`src/rtl/usvt_pkg.sv`:
```
package usvt_pkg;

  localparam int CAPACITY = 16;
  localparam int ADDR_W   = (CAPACITY > 1) ? $clog2(CAPACITY) : 1;
  localparam int CNT_W    = $clog2(CAPACITY + 1);
  localparam int DATA_W   = 32;
  localparam int FUNC_W   = 3;
  localparam int STAT_W   = 2;
  localparam int OCNT_W   = 5;

  localparam logic [FUNC_W-1:0] FUNC_SIZE     = 3'd0;
  localparam logic [FUNC_W-1:0] FUNC_CONTAINS = 3'd1;
  localparam logic [FUNC_W-1:0] FUNC_INSERT   = 3'd2;
  localparam logic [FUNC_W-1:0] FUNC_REMOVE   = 3'd3;
  localparam logic [FUNC_W-1:0] FUNC_LIST     = 3'd4;

  localparam logic [STAT_W-1:0] STAT_OK      = 2'd0;
  localparam logic [STAT_W-1:0] STAT_ABSENT  = 2'd1;
  localparam logic [STAT_W-1:0] STAT_PRESENT = 2'd2;
  localparam logic [STAT_W-1:0] STAT_FULL    = 2'd3;

  typedef enum logic [2:0] {
    ST_IDLE,
    ST_SCAN,
    ST_SHIFT,
    ST_LIST,
    ST_RESP
  } state_t;

  typedef struct packed {
    logic              we;
    logic [ADDR_W-1:0] waddr;
    logic [DATA_W-1:0] wdata;
    logic [ADDR_W-1:0] raddr;
  } mem_req_t;

  typedef struct packed {
    logic              valid;
    logic [STAT_W-1:0] status;
    logic              found;
    logic [OCNT_W-1:0] count;
    logic [DATA_W-1:0] entry_value;
    logic              entry_valid;
    logic              last;
  } res_t;

endpackage

```
`src/rtl/usvt_ram.sv`:
```
module usvt_ram #(
  parameter int WIDTH = 32,
  parameter int DEPTH = 16
) (
  input  logic                                    clk,
  input  logic                                    we,
  input  logic [((DEPTH > 1) ? $clog2(DEPTH) : 1)-1:0] waddr,
  input  logic [WIDTH-1:0]                        wdata,
  input  logic [((DEPTH > 1) ? $clog2(DEPTH) : 1)-1:0] raddr,
  output logic [WIDTH-1:0]                        rdata
);

  logic [WIDTH-1:0] mem_r [DEPTH];
  logic [WIDTH-1:0] rdata_r;

  always_ff @(posedge clk) begin
    if (we) begin
      mem_r[waddr] <= wdata;
    end
    rdata_r <= mem_r[raddr];
  end

  assign rdata = rdata_r;

endmodule

```
`src/rtl/usvt_ctrl.sv`:
```
module usvt_ctrl (
  input  logic                                clk,
  input  logic                                rst_n,
  input  logic                                start,
  input  logic [usvt_pkg::FUNC_W-1:0]         in_func,
  input  logic signed [usvt_pkg::DATA_W-1:0]  in_value,
  input  logic [usvt_pkg::DATA_W-1:0]         rd_data,
  output logic                                busy,
  output usvt_pkg::mem_req_t                  mem_req,
  output usvt_pkg::res_t                      res
);

  usvt_pkg::state_t                     state_r, state_nxt;
  logic [usvt_pkg::FUNC_W-1:0]          func_r, func_nxt;
  logic [usvt_pkg::DATA_W-1:0]          val_r, val_nxt;
  logic [usvt_pkg::CNT_W-1:0]           cnt_r, cnt_nxt;
  logic [usvt_pkg::CNT_W-1:0]           idx_r, idx_nxt;
  logic                                 pend_r, pend_nxt;
  logic [usvt_pkg::ADDR_W-1:0]          cmp_idx_r, cmp_idx_nxt;

  logic issue;
  logic match;
  logic miss;
  logic list_last;
  logic is_lookup;

  // read issued this cycle; compare/consume happens in the next cycle on rd_data
  assign issue     = (idx_r < cnt_r);
  assign match     = pend_r && (rd_data == val_r);
  assign miss      = !pend_r && !issue;
  assign list_last = ((usvt_pkg::CNT_W'(cmp_idx_r) + 1'b1) == cnt_r);
  assign is_lookup = (in_func == usvt_pkg::FUNC_CONTAINS) ||
                     (in_func == usvt_pkg::FUNC_INSERT) ||
                     (in_func == usvt_pkg::FUNC_REMOVE);
  assign busy      = (state_r != usvt_pkg::ST_IDLE);

  always_comb begin
    state_nxt = state_r;
    case (state_r)
      usvt_pkg::ST_IDLE: begin
        if (start) begin
          if (is_lookup) begin
            state_nxt = usvt_pkg::ST_SCAN;
          end else if (in_func == usvt_pkg::FUNC_LIST) begin
            state_nxt = usvt_pkg::ST_LIST;
          end else begin
            state_nxt = usvt_pkg::ST_RESP;
          end
        end
      end
      usvt_pkg::ST_SCAN: begin
        if (match) begin
          state_nxt = (func_r == usvt_pkg::FUNC_REMOVE) ? usvt_pkg::ST_SHIFT
                                                         : usvt_pkg::ST_IDLE;
        end else if (miss) begin
          state_nxt = usvt_pkg::ST_IDLE;
        end
      end
      usvt_pkg::ST_SHIFT: begin
        if (miss) begin
          state_nxt = usvt_pkg::ST_IDLE;
        end
      end
      usvt_pkg::ST_LIST: begin
        if ((pend_r && list_last) || (cnt_r == '0)) begin
          state_nxt = usvt_pkg::ST_IDLE;
        end
      end
      usvt_pkg::ST_RESP: begin
        state_nxt = usvt_pkg::ST_IDLE;
      end
      default: begin
        state_nxt = usvt_pkg::ST_IDLE;
      end
    endcase
  end

  always_comb begin
    func_nxt    = func_r;
    val_nxt     = val_r;
    cnt_nxt     = cnt_r;
    idx_nxt     = idx_r;
    pend_nxt    = 1'b0;
    cmp_idx_nxt = idx_r[usvt_pkg::ADDR_W-1:0];

    mem_req.we    = 1'b0;
    mem_req.waddr = cnt_r[usvt_pkg::ADDR_W-1:0];
    mem_req.wdata = val_r;
    mem_req.raddr = idx_r[usvt_pkg::ADDR_W-1:0];

    res.valid       = 1'b0;
    res.status      = usvt_pkg::STAT_OK;
    res.found       = 1'b0;
    res.entry_value = '0;
    res.entry_valid = 1'b0;
    res.last        = 1'b1;

    case (state_r)
      usvt_pkg::ST_IDLE: begin
        if (start) begin
          func_nxt = in_func;
          val_nxt  = in_value;
          idx_nxt  = '0;
        end
      end
      usvt_pkg::ST_SCAN: begin
        if (issue) begin
          idx_nxt  = idx_r + 1'b1;
          pend_nxt = 1'b1;
        end
        if (match) begin
          if (func_r == usvt_pkg::FUNC_REMOVE) begin
            // compaction starts reading the entry right after the hit
            idx_nxt  = usvt_pkg::CNT_W'(cmp_idx_r) + 1'b1;
            pend_nxt = 1'b0;
          end else begin
            res.valid  = 1'b1;
            res.found  = 1'b1;
            res.status = (func_r == usvt_pkg::FUNC_INSERT) ? usvt_pkg::STAT_PRESENT
                                                            : usvt_pkg::STAT_OK;
          end
        end else if (miss) begin
          res.valid = 1'b1;
          if (func_r == usvt_pkg::FUNC_INSERT) begin
            if (cnt_r == usvt_pkg::CNT_W'(usvt_pkg::CAPACITY)) begin
              res.status = usvt_pkg::STAT_FULL;
            end else begin
              mem_req.we = 1'b1;
              cnt_nxt    = cnt_r + 1'b1;
              res.status = usvt_pkg::STAT_OK;
            end
          end else begin
            res.status = usvt_pkg::STAT_ABSENT;
          end
        end
      end
      usvt_pkg::ST_SHIFT: begin
        if (issue) begin
          idx_nxt  = idx_r + 1'b1;
          pend_nxt = 1'b1;
        end
        if (pend_r) begin
          mem_req.we    = 1'b1;
          mem_req.waddr = cmp_idx_r - 1'b1;
          mem_req.wdata = rd_data;
        end
        if (miss) begin
          cnt_nxt   = cnt_r - 1'b1;
          res.valid = 1'b1;
          res.found = 1'b1;
        end
      end
      usvt_pkg::ST_LIST: begin
        if (issue) begin
          idx_nxt  = idx_r + 1'b1;
          pend_nxt = 1'b1;
        end
        if (pend_r) begin
          res.valid       = 1'b1;
          res.entry_value = rd_data;
          res.entry_valid = 1'b1;
          res.last        = list_last;
        end else if (cnt_r == '0) begin
          res.valid = 1'b1;
        end
      end
      usvt_pkg::ST_RESP: begin
        res.valid = 1'b1;
      end
      default: begin
      end
    endcase

    res.count = usvt_pkg::OCNT_W'(cnt_nxt);
  end

  always_ff @(posedge clk) begin
    if (!rst_n) begin
      state_r   <= usvt_pkg::ST_IDLE;
      cnt_r     <= '0;
      pend_r    <= 1'b0;
      idx_r     <= '0;
      func_r    <= usvt_pkg::FUNC_SIZE;
    end else begin
      state_r   <= state_nxt;
      cnt_r     <= cnt_nxt;
      pend_r    <= pend_nxt;
      idx_r     <= idx_nxt;
      func_r    <= func_nxt;
    end
  end

  always_ff @(posedge clk) begin
    val_r     <= val_nxt;
    cmp_idx_r <= cmp_idx_nxt;
  end

endmodule

```
`src/rtl/unique_value_set_table.sv`:
```
// Ordered set of up to CAPACITY distinct 32-bit values held in one registered-read RAM.
// Size answers without a scan; contains/insert scan until the hit or the end, list reads
// every entry in order, remove scans to the hit and then shifts each later entry down.
// The RAM scan reads one entry per cycle; one request at a time, the next taken at the
// edge that takes the last result. Synchronous active-low reset empties the table;
// results cannot be stalled.
module unique_value_set_table (
  input  logic                                clk,
  input  logic                                rst_n,
  input  logic                                start,
  output logic                                busy,
  input  logic [usvt_pkg::FUNC_W-1:0]         in_func,
  input  logic signed [usvt_pkg::DATA_W-1:0]  in_value,
  output logic                                out_valid,
  output logic [usvt_pkg::STAT_W-1:0]         out_status,
  output logic                                out_found,
  output logic [usvt_pkg::OCNT_W-1:0]         out_count,
  output logic signed [usvt_pkg::DATA_W-1:0]  out_entry_value,
  output logic                                out_entry_valid,
  output logic                                out_last
);

  usvt_pkg::mem_req_t             mem_req;
  usvt_pkg::res_t                 res;
  usvt_pkg::res_t                 res_r;
  logic                           valid_r;
  logic [usvt_pkg::DATA_W-1:0]    rd_data;

  usvt_ctrl u_ctrl (
    .clk      (clk),
    .rst_n    (rst_n),
    .start    (start),
    .in_func  (in_func),
    .in_value (in_value),
    .rd_data  (rd_data),
    .busy     (busy),
    .mem_req  (mem_req),
    .res      (res)
  );

  usvt_ram #(
    .WIDTH (usvt_pkg::DATA_W),
    .DEPTH (usvt_pkg::CAPACITY)
  ) u_ram (
    .clk   (clk),
    .we    (mem_req.we),
    .waddr (mem_req.waddr),
    .wdata (mem_req.wdata),
    .raddr (mem_req.raddr),
    .rdata (rd_data)
  );

  // result register: one strobe per transaction, one per entry for a list with entries
  always_ff @(posedge clk) begin
    if (!rst_n) begin
      valid_r <= 1'b0;
    end else begin
      valid_r <= res.valid;
    end
  end

  always_ff @(posedge clk) begin
    res_r <= res;
  end

  assign out_valid       = valid_r;
  assign out_status      = res_r.status;
  assign out_found       = res_r.found;
  assign out_count       = res_r.count;
  assign out_entry_value = res_r.entry_value;
  assign out_entry_valid = res_r.entry_valid;
  assign out_last        = res_r.last;

endmodule

```
`config.mk`:
```
export PLATFORM = sky130hd
export DESIGN_NAME = unique_value_set_table
export DESIGN_NICKNAME = d
export VERILOG_FILES = /design/src/rtl/usvt_pkg.sv /design/src/rtl/usvt_ram.sv /design/src/rtl/usvt_ctrl.sv /design/src/rtl/unique_value_set_table.sv
export SDC_FILE = /design/constraint.sdc
export NUM_CORES = 1
export LEC_CHECK = 0
export BUFFER_PORTS_ARGS = -buffer_cell sky130_fd_sc_hd__buf_2
export CAP_MARGIN = 20
export CORE_MARGIN = 2
export CORE_UTILIZATION = 61
export DETAILED_ROUTE_END_ITERATION = 8
export GPL_TIMING_DRIVEN = 0
export PLACE_DENSITY = 0.89
export SYNTH_ARGS = -nofsm -noshare
export SYNTH_HDL_FRONTEND = slang
export SYNTH_SLANG_ARGS = --single-unit
```
`constraint.sdc`:
```
create_clock -name clk -period 4.14 [get_ports clk]
set_input_delay 0.414 -clock clk [delete_from_list [all_inputs] [get_ports clk]]
set_output_delay 0.414 -clock clk [all_outputs]
set_load 0.005 [all_outputs]
```
==> results of run 1 <==
## worst max-delay path by stage
stage | cells after the start | slack [ns] | startpoint | end
finish | 8 | 0.62 | u_ctrl.state_r[1] | u_ram.mem_r[2][9]
global route | 8 | 0.54 | u_ctrl.state_r[1] | u_ram.mem_r[3][9]
CTS | 8 | 0.75 | u_ctrl.state_r[1] | u_ram.mem_r[3][9]
detailed placement | 8 | 0.80 | u_ctrl.state_r[1] | u_ram.mem_r[3][16]
global placement | 9 | -1.18 | u_ctrl.cnt_r[1] | u_ram.mem_r[14][17]
floorplan | 9 | 0.59 | u_ctrl.cnt_r[1] | u_ram.mem_r[14][0]
## layout make-up
class	count	share of cell area [%]
clock buffer	81	5.84
buffer	53	0.944
antenna	1	0.00890
clock inverter	31	0.930
multi-input combinational	458	20.9
inverter	13	0.174
timing repair buffer	131	3.93
tap	525	2.34
sequential	640	65.0
## stage by stage
step | instance area (um^2) | worst slack, ns | hold WS (ns) | power, uW
after floorplan | 24300 | 0.592 | 0.352 | 7900
after global placement | 25400 | -1.18 | 0.379 | 8160
after detailed placement | 25900 | 0.802 | 0.383 | 8230
after CTS | 28100 | 0.748 | 0.0380 | 13500
after global routing | 28100 | 0.538 | 0.0819 | 13800
final | 28100 | 0.622 | 0.0570 | 13600
## where the power goes
part / internal (uW) / leakage [uW] / switching (uW)
Clock: 2970 / 0.000934 / 2400
Combinational: 380 / 0.00246 / 586
Sequential: 7130 / 0.00569 / 82.6
## per-layer routing
metal | wire, um | global-route usage, % | share of wire (%) | vias to the layer above
met3 | 8090 | 7.65 | 12 | 259
met4 | 3600 | 16.8 | 5.5 | 0
met5 | 0 | 0.238 | 0 | -
li1 | - | - | - | 5116
met1 | 21600 | 41.3 | 33 | 6682
met2 | 31700 | 51.7 | 49 | 1214
## logic make-up after synthesis
group / after synthesis
muxes: 198
DFF: 640
and+or+nand+nor: 159
AOI/OAI and AO/OA: 50
xor gates and xnor gates: 41
buffers and inverters: 66
adders and majority gates: 10
## timing repair
item                                   CTS  global route
hold buffers                            32             0
gates resized for setup                  0             0
endpoints found under the hold margin   32             0
## placed cells by master (no fill, tap or decap), types with 16 or more instances in the layout
| cell type | instances |
|---|---|
| nor2_1 | 23 |
| xor2_1 | 17 |
| buf_2 | 93 |
| clkbuf_16 | 60 |
| xnor2_1 | 23 |
| mux2_2 | 33 |
| edfxtp_1 | 544 |
| nand2_1 | 18 |
| clkbuf_1 | 34 |
| dlygate4sd3_1 | 32 |
| mux4_2 | 160 |
| and2_1 | 40 |
| dfxtp_1 | 96 |
| nor2_4 | 16 |
## worst register-to-register path, delay by kind of cell, from the launching register on
| family | cells | cell delay [ns] |
|---|---|---|
| flops | 1 | 0.33 |
| simple gates | 4 | 1.24 |
| buf+inv | 3 | 0.83 |
| compound gates | 1 | 0.84 |
## flip-flops by register name, summed over array words and instances, names as in the netlist, 4 cells and up
name	count
u_ram.rdata	32
out_count	5
out_entry_value	32
u_ram.mem_r	512
u_ctrl.cnt_r	5
u_ctrl.idx_r	5
u_ctrl.cmp_idx_r	4
u_ctrl.val_r	32
==> impl_results.md, run 1 <==
- Reg2reg setup slack: 0.62 ns
- Slowest CP cell: a31oi_1
- Global placer's final weighted congestion: 0.855
- CTS tree: yes
- # placed instances: 1787
- Post-CTS setup buffer count: 0
- Routed Antenna Nets: 0
- WP data arrival: 3.89 ns
- Register area share after synthesis: 75.1%
- Post-synth EDFFs: 544
- CTS Root Buffer Type: clkbuf_16
- Final setup fails: 0
- Post-synthesis compound-gate area fraction: 1.55%
- Crit start category: flop
- Worst path most repeated cell: buf_2
- Most frequent cell after synthesis: edfxtp_1
- IO Pins: 82
- Flip-flop and latch area: 0.0183 mm^2
- Worst reg2reg path startpoint: u_ctrl.state_r[1]
- Hold Crit Depth: 3
- Commonest cells in the netlist: edfxtp_1, mux4_2, dfxtp_1
- Vias per cell: 6.87
- Slew Limit Fails: 0
- Share of cells above drive strength 1: 31.2%
- Maximum clock path buffer count: 3
- Layout Nets: 1404
- XOR/XNOR Fraction of Synth Area: 1.51%
- Max Clock Skew: 0.0269 ns
- Vias in the first global route: 13400
- Clock Sinks: 640
- Worst slew margin: 23.8%
- PortBufs: 81
- Critical path required time: 4.51 ns
- YS warnings: 0
- FP Rows: 73
- Hpwl dp: 36.2 mm
- DR DRC count: 0
- Period utilisation layout: 85.0%
- Multi-input gate area: 0.00587 mm^2
- WL/cell: 33.7 um
- Post-synthesis area per instance: 20.9 um^2
- Starting Density: 61.5%
- DIE HEIGHT: 204 um
- Hold-critical path endpoint: u_ctrl.func_r[1]
- Largest area contributor in the netlist: edfxtp_1
- Die ar.: 0.0415 mm^2
- Setup CP Type: reg2reg
- R2R Path End: u_ram.mem_r[2][9]
- Share of flip-flops with an asynchronous set or reset: 0%
- Critical Path Sink Type: flop
- GR Util All Layers: 32.1%
- Hold Crit Start: in_func[1]
- # fillers: 2146
- Status: completed
- Crit path cell chain: buf_2 > nand2_1 > nor2_1 > buf_2 > nor3_1 > a31oi_1 > nor2_4 > buf_16
- Starting DRC count in detailed routing: 2354
- Final setup TNS: 0 ns
- Worst-Margin Slew: 1.14 ns
- CP max FO: 18
- Cell family with most CP delay: simple AND/OR/NAND/NOR gates
- Largest family of logic cells by synthesized area: multiplexers
- Tmin final: 3.52 ns
- Antenna violations before repair: 1
- Pin count of the biggest net entering global routing: 25
- Post-synthesis adder-cell area fraction: 0.514%
- F_max: 0.284 GHz
- Post-synthesis simple-gate area fraction: 3.52%
- CP Buf/Inv Count: 3
- Cts bufs inserted: 59
- CP max stage delay: 0.84 ns
- CTS HTree Levels: 2
- Skew-Pair Late Insertion Delay: 0.64 ns
- Fin. Hold Viols: 0
- Leakage power: 0.00909 uW
- Final Core Density: 71.1%
- Largest cells by area after synthesis: edfxtp_1, mux4_2, dfxtp_1
- Power per Cell Area: 482 mW/mm^2
- Flops & latches, synth: 640
- VDD IR max: 384 uV
- Total routed wirelength: 65.1 mm
- Top-area cell type share of the netlist area: 67.2%
- Cell count after synthesis: 1164
- Syn-to-layout area delta: 15.6%
- Max-cap viol count: 0
- Fin cells: 1933
- First-pass GRT wire length: 92.1 mm
- Core area: 0.0395 mm^2
- RSZ-0062 raised after global routing: false
- Total vias in the final route: 13300
- Multiplexer share of the synthesized area: 16.6%
- Die W: 204 um
- DR pass1 iterations: 7
- Synth Cell Area: 0.0243 mm^2
- Clk pin slew, worst setup/hold paths: 0.06 ns
- Distinct cells, synth: 61
- Worst min path class: in2reg
- Top FF cell, synth: edfxtp_1
- Grt total ovfl: 0
- FF-to-FF path depth: 8
- Synthesized Nets: 1212
No activity file was read; power rests on OpenSTA's default activity.
==> run 2, diff against run 1 <==
- clock period: 4.14 -> 3.6 ns (I/O delays scaled with it)
==> run 2 against run 1 <==
Clock power increased by 15%. Clock-buffer cell count unchanged. Register-to-register slack got worse by 0.61 ns. Non-clock buffer count is 2 higher. Maximum frequency down 1.9%.
==> impl_results.md, run 2 (synthesized netlist as in run 1, its figures left out) <==
- Hpwl dp: 36.2 mm
- Logic pwr share: 7.1%
- P_int: 12100 uW
- Min Hold Slack: 0.0539 ns
- Crit start category: flop
- Final setup TNS: 0 ns
- Layout Nets: 1406
- Skew-Pair Late Insertion Delay: 0.64 ns
- First-pass GRT wire length: 92.1 mm
- CTS tree: yes
- VDD IR max: 442 uV
- Max-cap viol count: 0
- CTS HTree Levels: 2
- Die ar.: 0.0415 mm^2
- Starting Density: 61.5%
- GR Util All Layers: 32.1%
- DIE HEIGHT: 204 um
- Net Sw Power: 3550 uW
- Leakage power: 0.00910 uW
- Fin. Hold Viols: 0
- Critical Path Sink Type: flop
- Power per Cell Area: 555 mW/mm^2
- Post-CTS setup buffer count: 0
- Top reg by flops: u_ram.mem_r
- Most frequent cells in the layout: edfxtp_1, mux4_2, dfxtp_1
- Routed Antenna Nets: 0
- # fillers: 2144
- Clock power frac: 39.7%
- RSZ-0062 raised after global routing: true
- Worst slack, placed: 0.262 ns
- Flip-flop and latch area: 0.0183 mm^2
- F_max: 0.279 GHz
- WL/cell: 33.6 um
- Sw Ratio: 22.7%
- Reg power frac: 53.1%
- Tmin final: 3.58 ns
- Slowest CP cell: a31oi_1
- DR pass1 iterations: 5
- Die W: 204 um
- # resized after CTS: 0
- CP max FO: 18
- Hold Crit Start: in_func[2]
- Total routed wirelength: 65.1 mm
- CTS Root Buffer Type: clkbuf_16
- FP Rows: 73
- PortBufs: 81
- Setup CP Type: reg2reg
- WP data arrival: 3.95 ns
- Final setup fails: 0
- Crit path cell chain: buf_2 > nand2_1 > nor2_1 > buf_2 > nor3_1 > a31oi_1 > nor2_4 > buf_16
- Share of cells above drive strength 1: 31.2%
- M1 wire length: 21.6 mm
- Global placer's final weighted congestion: 0.855
- Antenna violations before repair: 1
- Top layer in use: met4
- DR DRC count: 0
- Grt total ovfl: 0
- Met3 wire length: 8.14 mm
- Vias in the first global route: 13400
- Largest register FFs: 512
- Status: completed
- Met2 WL: 31.8 mm
- Cts bufs inserted: 59
- Most common cell after layout, fill and taps aside: edfxtp_1
- Clk pin slew, worst setup/hold paths: 0.06 ns
- Cell family with most CP delay: simple AND/OR/NAND/NOR gates
- Syn-to-layout area delta: 15.7%
- Period utilisation layout: 99.6%
- Critical Path Start: u_ctrl.state_r[1]
- Max Clock Skew: 0.0291 ns
- Multi-input gate area: 0.00587 mm^2
- Critical path required time: 3.97 ns
- Worst-Margin Slew: 1.15 ns
- Starting DRC count in detailed routing: 2376
- Worst min path class: in2reg
- Slew Limit Fails: 0
- Worst path most repeated cell: buf_2
- Pin count of the biggest net entering global routing: 25
- FF-to-FF path depth: 8
- Maximum clock path buffer count: 3
- CP max stage delay: 0.84 ns
- Clock Sinks: 640
- Setup WS post-layout: 0.0151 ns
- IO Pins: 82
- Vias per cell: 6.89
- Worst reg2reg path startpoint: u_ctrl.state_r[1]
- Crit path depth: 8
- Hold Crit Depth: 3
- Worst slew margin: 23.2%
- CP Buf/Inv Count: 3
- Total vias in the final route: 13300
- Core area: 0.0395 mm^2
run 2: cell count changes in the layout (fill, tap and decap cells not counted):
cell / change
dlygate4sd3_1: +2
run 2: stage by stage:
stage                     cells  total power, uW  util [%]  instance area [um^2]
after global routing       1934            15900      71.1                 28100
final                      1935            15600      71.1                 28100
after detailed placement   1787             9470      65.4                 25900
after floorplan            1164             9090         -                 24300
after CTS                  1933            15500      71.1                 28100
after global placement     1770             9380      64.2                 25400
run 2: power groups by stage:
stage          sequential (uW)  clock (uW)  combinational (uW)
2_1_floorplan             8400           0                 687
3_3_place_gp              8430           0                 949
3_5_place_dp              8440           0                1030
4_1_cts                   8280        6170                1080
5_1_grt                   8290        6460                1170
6_report                  8290        6200                1110
run 2: cell type report:
type                    count  share of cell area, %
clock buffers              81                   5.83
multi-input cells         458                   20.9
well taps                 525                   2.34
diodes                      1                0.00890
flip-flops and latches    640                   64.9
repair buffers            133                   3.99
clock inverters            31                  0.930
plain buffers              53                  0.943
inverters                  13                  0.173
run 2: timing repair:
| action | in CTS | in global routing |
|---|---|---|
| hold endpoints to repair | 34 | 0 |
| setup endpoints to repair | 0 | 1 |
| hold buffers | 34 | 0 |
run 2: layer usage:
layer,vias up,global-route usage [%]
met4,0,16.8
met5,-,0.238
met3,255,7.65
met2,1306,51.7
met1,6646,41.3
li1,5117,-
run 2: worst min-delay path: stages:
cell,delay [ns]
buf_2,0.11
mux2i_1,0.07
nor2_1,0.09
run 2: final timing paths:
kind / endpoint / slack [ns]
setup / recovery: u_ram.mem_r[2][9] / 0.02
hold / removal: u_ctrl.func_r[2] / 0.05
setup reg to reg: u_ram.mem_r[2][9] / 0.02
hold reg to reg: u_ctrl.cmp_idx_r[0] / 0.40
==> run 3, diff against run 2 <==
- SETUP_SLACK_MARGIN: default -> 0.15
==> run 3 against run 2 <==
Sequential power about the same. Sequential share of layout area down 0.34 points. Sequential cell count unchanged. Core utilization up 0.37 points. Global-route usage up 0.078 points. Via count up 0.49%.
==> impl_results.md, run 3 (synthesized netlist as in run 1, its figures left out) <==
- Worst min path class: in2reg
- Starting DRC count in detailed routing: 2101
- Cts bufs inserted: 60
- RSZ-0062 raised after global routing: false
- PortBufs: 81
- Largest register FFs: 512
- CTS Root Buffer Type: clkbuf_16
- CTS HTree Levels: 2
- Vias per cell: 6.91
- Fin. Hold Viols: 0
- IO Pins: 82
- M1 wire length: 21.6 mm
- Most common cell after layout, fill and taps aside: edfxtp_1
- Top reg by flops: u_ram.mem_r
- Hold Crit Depth: 3
- Met3 wire length: 7.96 mm
- Slew Limit Fails: 0
- DR DRC count: 0
- Most frequent cells in the layout: edfxtp_1, mux4_2, dfxtp_1
- Starting Density: 61.5%
- Critical Path Sink Type: flop
- Cell Area, Placed: 0.0258 mm^2
- Worst-Margin Slew: 1.08 ns
- Final Power: 15900 uW
- Hold-critical path endpoint: u_ctrl.idx_r[3]
- Die ar.: 0.0415 mm^2
- GR Util All Layers: 32.2%
- Power per Cell Area: 562 mW/mm^2
- Layout Nets: 1411
- Hpwl dp: 36.0 mm
- Reg2reg setup slack: 0.23 ns
- Global placer's final weighted congestion: 0.879
- Total vias in the final route: 13400
- Leakage power: 0.00917 uW
- CP max FO: 17
- DR pass1 iterations: 7
- CTS tree: yes
- Worst reg2reg path startpoint: u_ctrl.state_r[1]
- Met2 WL: 33.3 mm
- First-pass GRT wire length: 93.1 mm
- F_max: 0.297 GHz
- Maximum clock path buffer count: 3
- Pin count of the biggest net entering global routing: 25
- Total routed wirelength: 66.7 mm
- ANT cells: 0
- Max Clock Skew: 0.0297 ns
- Syn-to-layout area delta: 16.3%
- Top layer in use: met4
- FF-to-FF path depth: 8
- Share of cells above drive strength 1: 31.5%
- Clk pin slew, worst setup/hold paths: 0.07 ns
- FP Rows: 73
- Max-cap viol count: 0
- Clock Sinks: 640
- WP data arrival: 3.74 ns
- Period utilisation layout: 93.6%
- DIE HEIGHT: 204 um
- R2R Path End: u_ram.mem_r[2][17]
- Core area: 0.0395 mm^2
- WL/cell: 34.4 um
- Crit start category: flop
- Grt total ovfl: 0
- Critical path required time: 3.96 ns
- Status: completed
- Die W: 204 um
- Tmin final: 3.37 ns
- Antenna violations before repair: 0
- Routed Antenna Nets: 0
- Vias in the first global route: 13500
- Hold Crit Start: rst_n
- Worst slew margin: 27.7%
- Skew-Pair Late Insertion Delay: 0.64 ns
- Design area: 0.0283 mm^2
- Setup CP Type: reg2reg
- VDD IR max: 417 uV
- Final setup fails: 0
-- run 3: worst max path at each step --
stage | start | to | slack (ns) | cells past startpoint
after floorplan | u_ctrl.cnt_r[1] | u_ram.mem_r[12][0] | 0.06 | 9
after global placement | u_ctrl.cnt_r[1] | u_ram.mem_r[15][17] | -1.74 | 9
after detailed placement | u_ctrl.state_r[1] | u_ram.mem_r[13][20] | 0.29 | 8
after CTS | u_ctrl.state_r[1] | u_ram.mem_r[13][17] | 0.28 | 8
after global routing | u_ctrl.state_r[1] | u_ram.mem_r[1][17] | 0.13 | 8
final | u_ctrl.state_r[1] | u_ram.mem_r[2][17] | 0.23 | 8
-- run 3: repair_timing --
action	4_1_cts	5_1_grt
buffers inserted	0	2
hold buffers	35	0
resized for setup	0	2
setup endpoints to repair	0	122
hold endpoints to repair	35	0
-- run 3: final cells by class --
| cell class | count | area, um^2 |
|---|---|---|
| plain buffers | 53 | 265 |
| clock buffers | 79 | 1690 |
| clock inverters | 34 | 310 |
| fillers | 2107 | 11300 |
| inverters | 13 | 48.8 |
| multi-input cells | 458 | 5880 |
| flip-flops and latches | 640 | 18300 |
| well taps | 525 | 657 |
| repair buffers | 137 | 1170 |
-- run 3: per-layer routing --
| metal | vias to the layer above | global-route usage (%) |
|---|---|---|
| met5 | - | 0 |
| met4 | 0 | 17.2 |
| li1 | 5134 | - |
| met2 | 1233 | 52.1 |
| met3 | 254 | 8.01 |
| met1 | 6768 | 40.7 |
-- run 3: through the flow --
step	TNS [ns]	setup WS, ns	cells	hold slack [ns]	util, %
floorplan	0	0.0559	1164	0.352	-
detailed placement	0	0.295	1787	0.379	65.3
global route	0	0.130	1939	0.103	71.5
global placement	-783.68	-1.74	1770	0.378	64.2
finish	0	0.229	1939	0.0933	71.5
CTS	0	0.282	1935	0.0715	71.3
-- run 3: power by group --
part,internal [uW],switching [uW],total [uW]
clock,3600,2900,6500
combinational,441,672,1110
sequential,8190,95.7,8290
-- run 3: worst max-delay path: stages, from the launching register on --
cell and delay, ns:
dfxtp_1 0.34, buf_2 0.20, nand2_1 0.21, nor2_1 0.55, buf_2 0.34, nor3_1 0.07
a31oi_1 0.76, nor2_4 0.34, buf_12 0.28
